### src/rtl/core/wrr_pkg.sv
`timescale 1ns / 1ps
// ----------------------------------------------------------------------------
// wrr_pkg
// Shared command codes and the queue entry type of the task scheduler.
// ----------------------------------------------------------------------------
package wrr_pkg;

  typedef enum logic [1:0] {
    CMD_CREATE = 2'd0,
    CMD_TICK   = 2'd1,
    CMD_EXIT   = 2'd2,
    CMD_NOP    = 2'd3
  } cmd_e;

  localparam int unsigned PrioW = 8;
  localparam int unsigned IdW   = 16;
  localparam int unsigned OutSlotW = 7;

  typedef struct packed {
    cmd_e             cmd;
    logic [PrioW-1:0] prio;
  } req_t;

endpackage

### src/rtl/core/wrr_front.sv
`timescale 1ns / 1ps
// ----------------------------------------------------------------------------
// wrr_front
// Input stage: registers and classifies a command into a two-entry queue.
// ----------------------------------------------------------------------------
module wrr_front (
  input  logic              clk_i,
  input  logic              rst_ni,
  input  logic              valid_i,
  output logic              stall_o,
  input  logic [1:0]        command_i,
  input  logic [7:0]        priority_req_i,
  output logic              q_valid_o,
  output wrr_pkg::req_t     q_data_o,
  input  logic              q_pop_i
);

  wrr_pkg::req_t mem_q [2];
  logic          wr_ptr_q, rd_ptr_q;
  logic [1:0]    cnt_q;
  logic          push;

  assign stall_o   = (cnt_q == 2'd2);
  assign push      = valid_i && !stall_o;
  assign q_valid_o = (cnt_q != 2'd0);
  assign q_data_o  = mem_q[rd_ptr_q];

  always_ff @(posedge clk_i) begin
    if (push) begin
      mem_q[wr_ptr_q] <= '{cmd: wrr_pkg::cmd_e'(command_i), prio: priority_req_i};
    end
  end

  always_ff @(posedge clk_i or negedge rst_ni) begin
    if (!rst_ni) begin
      wr_ptr_q <= 1'b0;
      rd_ptr_q <= 1'b0;
      cnt_q    <= 2'd0;
    end else begin
      if (push) wr_ptr_q <= ~wr_ptr_q;
      if (q_pop_i) rd_ptr_q <= ~rd_ptr_q;
      cnt_q <= cnt_q + {1'b0, push} - {1'b0, q_pop_i};
    end
  end

  assert property (@(posedge clk_i) disable iff (!rst_ni) q_pop_i |-> q_valid_o)
    else $error("pop from empty queue");
  assert property (@(posedge clk_i) disable iff (!rst_ni) cnt_q != 2'd3)
    else $error("queue count overflow");
  assert property (@(posedge clk_i) disable iff (!rst_ni)
    (cnt_q == 2'd2 && !q_pop_i) |=> cnt_q == 2'd2)
    else $error("full queue lost an entry");

endmodule

### src/rtl/core/wrr_back.sv
`timescale 1ns / 1ps
// ----------------------------------------------------------------------------
// wrr_back
// Execution engine: slot table, serial slot searches and result register.
// ----------------------------------------------------------------------------
module wrr_back #(
  parameter int unsigned SLOT_COUNT = 128
) (
  input  logic              clk_i,
  input  logic              rst_ni,
  input  logic              q_valid_i,
  input  wrr_pkg::req_t     q_data_i,
  output logic              q_pop_o,
  output logic              valid_o,
  input  logic              stall_i,
  output logic [15:0]       created_id_o,
  output logic [6:0]        created_slot_o,
  output logic              table_full_o,
  output logic [6:0]        run_slot_o,
  output logic              run_valid_o,
  output logic              switched_o,
  output logic              first_start_o,
  output logic              halted_o
);

  localparam int unsigned SW = (SLOT_COUNT > 1) ? $clog2(SLOT_COUNT) : 1;
  localparam int unsigned CW = SW + 1;
  localparam int unsigned SlotW = wrr_pkg::OutSlotW;

  typedef enum logic [4:0] {
    ST_IDLE  = 5'b00001,
    ST_SCAN  = 5'b00010,
    ST_READ  = 5'b00100,
    ST_EXEC  = 5'b01000,
    ST_OUT   = 5'b10000
  } state_e;

  state_e state_q;

  // occupancy bits (task id nonzero) live in flops; other fields in memory
  logic [SLOT_COUNT-1:0] occ_q;
  logic [7:0]  prio_mem [SLOT_COUNT];
  logic [7:0]  slice_mem [SLOT_COUNT];
  logic        start_mem [SLOT_COUNT];

  logic [SW-1:0] cur_q;
  logic          cur_valid_q, halt_q;
  logic [15:0]   next_id_q;
  wrr_pkg::req_t req_q;

  logic [CW-1:0] step_q;     // scan position counter
  logic [SW-1:0] hit_q;
  logic          found_q;

  logic [7:0] rd_prio_q, rd_slice_q;
  logic       rd_start_q;

  logic [SW-1:0] scan_idx;
  logic [CW-1:0] scan_sum;
  logic          scan_done;

  always_comb begin
    if (req_q.cmd == wrr_pkg::CMD_CREATE || !cur_valid_q) begin
      scan_sum = step_q;
    end else begin
      scan_sum = {1'b0, cur_q} + step_q;
      if (scan_sum >= CW'(SLOT_COUNT)) scan_sum = scan_sum - CW'(SLOT_COUNT);
    end
    scan_idx = scan_sum[SW-1:0];
  end

  // one slot per cycle; the test differs for create (free) and tick (occupied)
  logic scan_hit;
  assign scan_hit = (req_q.cmd == wrr_pkg::CMD_CREATE) ? !occ_q[scan_idx] : occ_q[scan_idx];
  assign scan_done = scan_hit || (step_q == CW'(SLOT_COUNT - 1)) ||
                     (req_q.cmd == wrr_pkg::CMD_CREATE && step_q == CW'(SLOT_COUNT - 1));

  assign q_pop_o = (state_q == ST_IDLE) && q_valid_i;

  // registered reads of the current slot (priority, slice) and of the hit slot (start flag)
  always_ff @(posedge clk_i) begin
    rd_prio_q  <= prio_mem[cur_q];
    rd_slice_q <= slice_mem[cur_q];
    rd_start_q <= start_mem[hit_q];
  end

  logic tick_scan_start;
  assign tick_scan_start = (req_q.cmd == wrr_pkg::CMD_TICK);

  always_ff @(posedge clk_i) begin
    if (state_q == ST_EXEC) begin
      case (req_q.cmd)
        wrr_pkg::CMD_CREATE: begin
          if (found_q) begin
            prio_mem[hit_q]  <= req_q.prio;
            slice_mem[hit_q] <= req_q.prio;
            start_mem[hit_q] <= 1'b0;
          end
        end
        wrr_pkg::CMD_TICK: begin
          if (!halt_q) begin
            if (cur_valid_q && rd_slice_q != 8'd0) begin
              slice_mem[cur_q] <= rd_slice_q - 8'd1;
            end else if (found_q) begin
              if (cur_valid_q) slice_mem[cur_q] <= rd_prio_q;
              start_mem[hit_q] <= 1'b1;
            end
          end
        end
        wrr_pkg::CMD_EXIT: begin
          if (cur_valid_q && !halt_q) slice_mem[cur_q] <= 8'd0;
        end
        default: ;
      endcase
    end
  end

  always_ff @(posedge clk_i or negedge rst_ni) begin
    if (!rst_ni) begin
      state_q       <= ST_IDLE;
      occ_q         <= '0;
      cur_q         <= '0;
      cur_valid_q   <= 1'b0;
      halt_q        <= 1'b0;
      next_id_q     <= 16'd1;
      req_q         <= '{cmd: wrr_pkg::CMD_NOP, prio: '0};
      step_q        <= '0;
      hit_q         <= '0;
      found_q       <= 1'b0;
      valid_o       <= 1'b0;
      created_id_o  <= '0;
      created_slot_o <= '0;
      table_full_o  <= 1'b0;
      run_slot_o    <= '0;
      run_valid_o   <= 1'b0;
      switched_o    <= 1'b0;
      first_start_o <= 1'b0;
      halted_o      <= 1'b0;
    end else begin
      case (state_q)
        ST_IDLE: begin
          if (q_valid_i) begin
            req_q   <= q_data_i;
            found_q <= 1'b0;
            hit_q   <= '0;
            // a tick with a current task scans from the slot after it
            step_q  <= (q_data_i.cmd == wrr_pkg::CMD_TICK && cur_valid_q) ? CW'(1) : '0;
            state_q <= ST_SCAN;
          end
        end
        ST_SCAN: begin
          if (req_q.cmd != wrr_pkg::CMD_CREATE && !tick_scan_start) begin
            state_q <= ST_READ;
          end else if (tick_scan_start && cur_valid_q && step_q == '0) begin
            state_q <= ST_READ;
          end else begin
            if (scan_hit) begin
              found_q <= 1'b1;
              hit_q   <= scan_idx;
            end
            if (scan_done || (cur_valid_q && tick_scan_start &&
                              step_q >= CW'(SLOT_COUNT - 1))) begin
              state_q <= ST_READ;
            end else begin
              step_q <= step_q + CW'(1);
            end
          end
        end
        ST_READ: begin
          state_q <= ST_EXEC;
        end
        ST_EXEC: begin
          created_id_o   <= '0;
          created_slot_o <= '0;
          table_full_o   <= 1'b0;
          switched_o     <= 1'b0;
          first_start_o  <= 1'b0;
          case (req_q.cmd)
            wrr_pkg::CMD_CREATE: begin
              if (found_q) begin
                occ_q[hit_q]   <= 1'b1;
                created_id_o   <= next_id_q;
                created_slot_o <= SlotW'(hit_q);
                next_id_q      <= (next_id_q == 16'hFFFF) ? 16'd1 : next_id_q + 16'd1;
              end else begin
                table_full_o <= 1'b1;
              end
            end
            wrr_pkg::CMD_TICK: begin
              if (!halt_q && !(cur_valid_q && rd_slice_q != 8'd0)) begin
                if (found_q) begin
                  switched_o    <= 1'b1;
                  first_start_o <= !rd_start_q;
                  cur_q         <= hit_q;
                  cur_valid_q   <= 1'b1;
                end else if (!cur_valid_q || !occ_q[cur_q]) begin
                  halt_q <= 1'b1;
                end
              end
            end
            wrr_pkg::CMD_EXIT: begin
              if (cur_valid_q && !halt_q) occ_q[cur_q] <= 1'b0;
            end
            default: ;
          endcase
          state_q <= ST_OUT;
        end
        ST_OUT: begin
          if (!valid_o) begin
            run_valid_o <= cur_valid_q && !halt_q && occ_q[cur_q];
            run_slot_o  <= (cur_valid_q && !halt_q && occ_q[cur_q]) ? SlotW'(cur_q) : '0;
            halted_o    <= halt_q;
            valid_o     <= 1'b1;
          end else if (!stall_i) begin
            valid_o <= 1'b0;
            state_q <= ST_IDLE;
          end
        end
        default: state_q <= ST_IDLE;
      endcase
    end
  end

  assert property (@(posedge clk_i) disable iff (!rst_ni) $onehot(state_q))
    else $error("state not one-hot");
  assert property (@(posedge clk_i) disable iff (!rst_ni) valid_o |-> state_q == ST_OUT)
    else $error("result valid outside output state");
  assert property (@(posedge clk_i) disable iff (!rst_ni) $rose(halt_q) |=> halt_q)
    else $error("halt flag cleared");
  assert property (@(posedge clk_i) disable iff (!rst_ni) run_valid_o |-> !halted_o)
    else $error("running while halted");

endmodule

### src/rtl/core/weighted_round_robin_task_scheduler.sv
`timescale 1ns / 1ps
// ----------------------------------------------------------------------------
// weighted_round_robin_task_scheduler
// Time-slice task scheduler over a table of task slots.
// ----------------------------------------------------------------------------
// Each command yields exactly one result. It passes through the scan, read,
// execute and output states; a create and every tick search the occupancy bits
// serially, one slot per cycle, visiting up to SLOT_COUNT slots. A two-entry
// command queue keeps accepting input while the engine works or its result is
// stalled, until it holds two entries.
module weighted_round_robin_task_scheduler #(
  parameter int unsigned SLOT_COUNT = 128
) (
  input  logic        clk_i,
  input  logic        rst_ni,
  input  logic        valid_i,
  output logic        stall_o,
  input  logic [1:0]  command_i,
  input  logic [7:0]  priority_req_i,
  output logic        valid_o,
  input  logic        stall_i,
  output logic [15:0] created_id_o,
  output logic [6:0]  created_slot_o,
  output logic        table_full_o,
  output logic [6:0]  run_slot_o,
  output logic        run_valid_o,
  output logic        switched_o,
  output logic        first_start_o,
  output logic        halted_o
);

  logic          q_valid, q_pop;
  wrr_pkg::req_t q_data;

  wrr_front u_front (
    .clk_i, .rst_ni, .valid_i, .stall_o, .command_i, .priority_req_i,
    .q_valid_o(q_valid), .q_data_o(q_data), .q_pop_i(q_pop)
  );

  wrr_back #(.SLOT_COUNT(SLOT_COUNT)) u_back (
    .clk_i, .rst_ni,
    .q_valid_i(q_valid), .q_data_i(q_data), .q_pop_o(q_pop),
    .valid_o, .stall_i, .created_id_o, .created_slot_o, .table_full_o,
    .run_slot_o, .run_valid_o, .switched_o, .first_start_o, .halted_o
  );

endmodule

### config.mk
export PLATFORM = sky130hd
export DESIGN_NAME = weighted_round_robin_task_scheduler
export DESIGN_NICKNAME = d
export VERILOG_FILES = /design/src/rtl/core/wrr_pkg.sv /design/src/rtl/core/wrr_front.sv /design/src/rtl/core/wrr_back.sv /design/src/rtl/core/weighted_round_robin_task_scheduler.sv
export SDC_FILE = /design/constraint.sdc
export NUM_CORES = 2
export LEC_CHECK = 0
export ABC_CLOCK_PERIOD_IN_PS = 30700
export BUFFER_PORTS_ARGS = -buffer_cell sky130_fd_sc_hd__clkbuf_2
export CORE_MARGIN = 3
export CORE_UTILIZATION = 35
export CTS_CLUSTER_SIZE = 16
export DETAILED_ROUTE_END_ITERATION = 8
export PLACE_DENSITY = 0.55
export SYNTH_ARGS = -nofsm -noshare
export SYNTH_HDL_FRONTEND = slang
export SYNTH_SLANG_ARGS = --single-unit
### constraint.sdc
create_clock -name clk_i -period 30.7 [get_ports clk_i]
set_input_delay 4.605 -clock clk_i [delete_from_list [all_inputs] [get_ports clk_i]]
set_output_delay 4.605 -clock clk_i [all_outputs]
set_load 0.005 [all_outputs]
==> results.cfg <==
[detailed_routing]
dr.pass1.iters = 7
drc_errors = 0
dr_total_vias = 58070
drt-total-wl_um = 297400
first_iter_violations = 7514
via_per_inst = 5.978
wl_per_cell_um = 30.62
ant_nets = 0

[synth]
yosysTopAreaCellShare = 0.7062
synth.most_common_cell = edfxtp_1
synth_seq_cells = 2437
synth.distinct_cells = 92
synth_common_cells = 2196 x edfxtp_1, 874 x a22oi_1, 613 x nor2_1
syn-cell-area_sq_mm = 0.09337
synth-async-reset-ratio = 0.09192
seq_area_frac_synth = 0.7700
yosys.area.top_type = edfxtp_1
synth_enable_flop_cells = 2196
synth_ff_type = edfxtp_1
yosys_warnings = 0
syn_inst = 5919
syn_area_per_cell_sq_um = 15.77
syn_nets = 5948
yosys-top-cells-area = edfxtp_1 71%, a22oi_1 7.0%, dfrtp_1 5.9%

[cells_and_area]
fin_nets = 6023
stdcell_count = 9715
drive_gt1_frac = 0.1125
nFillCells = 24110
area_growth_pct = 13.21

[timing]
finClkSkew_ps = 39.01
finalSetupViolations = 0
fin_crit_ps = 6261
finalHoldViolations = 0
setup_tns_ps = 0
drv_slew = 0
period_share = 0.2039
slew_headroom = 0.08025
rsz0062_at_grt = no
clock.fmax_ghz = 0.1597
worstMarginPinSlew_ps = 1375

[setup_path]
reg2reg_to = u_back.slice_mem[6][4]
arrival_ps = 1660
crit_fanout = 3
crit_path_start = u_front.cnt_q[0]
critPathLaunchType = flip-flop
end_kind = primary output
reg2reg_slack_ps = 25300
r2r-start = u_back.rd_slice_q[2]
worstSetupPathType = reg -> out
reg2reg_depth = 8
critPathRequiredTime_ps = 26100

[placement]
io_buffer_count = 50
post-place-cells = 9280
place.gp.congestion = 0.9135
dp_hpwl_um = 175100

[floorplan]
pin_count = 51
die_y_um = 522.5
die_w_um = 522.5
start_util = 0.3538
fp.dieArea_sq_mm = 0.2730
row_count = 188
core_area_sq_mm = 0.2639

[global_route]
overflow = 0
track_usage = 0.2119
grt_max_degree = 130
top_usage_layer = met2
grt_pass1_vias = 55920
global_route.usage.met2 = 0.3241
grt_first_pass_wirelength_um = 421900
grt_antenna_before_repair = 10
use_met1 = 0.2973
grt_use_met3 = 0.04606

[clocking]
ctsRootBufferMaster = clkbuf_16
ctsHoldBuffers = 0
numCtsBuffers = 227
cts_tree = built
ctsResizeCount = 0
cts.path.max_buffers = 3
h-tree-depth = 4
clkSlewWorstSetupHoldPaths_ps = 70
clock-sinks = 2437
insertion_delay_ps = 890
cts_setup_buffers = 0

[outcome]
outcome = finished clean

[pwr]
power_mw = 7.467
vdd_drop_max_mv = 0.07120
p_per_area_mw_per_mm2 = 70.64
power_leakage_nw = 32.99

[hold_path]
min-delay-start = u_back.rd_start_q
hp-class = reg -> reg
holdPathStages = 1
worstHoldEndpoint = u_back.first_start_o

[flow_run]
maxCapViolations = 0
-- cells by family after synthesis --
| logic type | after synthesis | share of synthesized area |
|---|---|---|
| flops | 2437 | 0.7700 |
| compound gates | 1813 | 0.1420 |
| simple gates | 1121 | 0.05407 |
| buf+inv | 433 | 0.01786 |
| mux | 75 | 0.01142 |
| xor+xnor | 25 | 0.002586 |
| fa+ha+maj | 15 | 0.002090 |
-- critical path, cell delays in order (launching register included) --
cell      delay (ps)
dfrtp_1          390
inv_1             90
nand2_1          110
inv_1             80
clkbuf_2         110
-- where the power goes --
part	total (mW)	switching, mW	internal, mW
Clock	2.79	1.24	1.55
Sequential	4.15	0.118	4.03
Combinational	0.533	0.453	0.0799
-- flip-flops by register name (all words and copies together) (netlist names), 2 cells and up --
name	flops
u_back.occ_q	128
u_front.mem_q	20
u_back.step_q	8
u_back.req_q	10
u_back.rd_prio_q	8
u_back.rd_slice_q	8
u_back.prio_mem	1024
u_back.run_slot_o	7
u_back.hit_q	7
u_back.cur_q	7
u_back.created_id_o	16
u_back.slice_mem	1024
u_back.start_mem	128
u_back.next_id_q	16
u_back.created_slot_o	7
u_front.cnt_q	2
u_back.state_q	5
-- layout by cell type, fill, tap and decap left out, types with 64 or more instances in the layout --
master,Yosys,routed
a22oi_1,874,874
a31oi_1,94,94
o21ai_0,126,118
nor2_1,613,606
edfxtp_1,2196,2196
a41oi_1,64,64
a22o_1,153,153
a221oi_1,143,143
buf_4,1,194
dfrtp_1,220,208
clkbuf_16,0,230
nand2_1,173,165
nand4_1,146,146
a21oi_1,207,206
-- routing by layer --
metal / share of wire / wire, um
met3: 0.096 / 28620
met4: 0.039 / 11490
met2: 0.45 / 134200
met5: 0.000091 / 27
met1: 0.41 / 123100
-- per-stage QoR --
stage                     hold slack, ps  utilization  cell area [sq um]  setup slack, ps
after CTS                          439.6       0.4004             105700            24360
after global routing               476.0       0.4004             105700            24340
after detailed placement           415.5       0.3726              98340            24250
after global placement             428.5       0.3726              98340            24300
final                              435.9       0.4005             105700            24440
after floorplan                    399.5            -              93370            20830
-- worst max path at each step --
stage / endpoint / slack [ps] / cells after the start
after global placement: u_back.cur_q[3] / 24300 / 2
after detailed placement: u_back.req_q[1] / 24250 / 2
after CTS: stall_o / 24360 / 4
final: stall_o / 24440 / 4
after floorplan: u_back.slice_mem[0][3] / 20830 / 8
after global routing: stall_o / 24340 / 4
-- area by class of cell --
class	instances	area, sq um	share of cell area
Sequential cell	2437	71930	0.6805
Multi-Input combinational cell	3049	20030	0.1895
Clock buffer	303	6163	0.05831
Tap cell	3515	4398	0.04161
Timing Repair Buffer	252	1877	0.01776
Clock inverter	125	1186	0.01122
Inverter	27	101.3	0.0009588
Antenna cell	7	17.52	0.0001657
(Power assumes the default switching activity.)
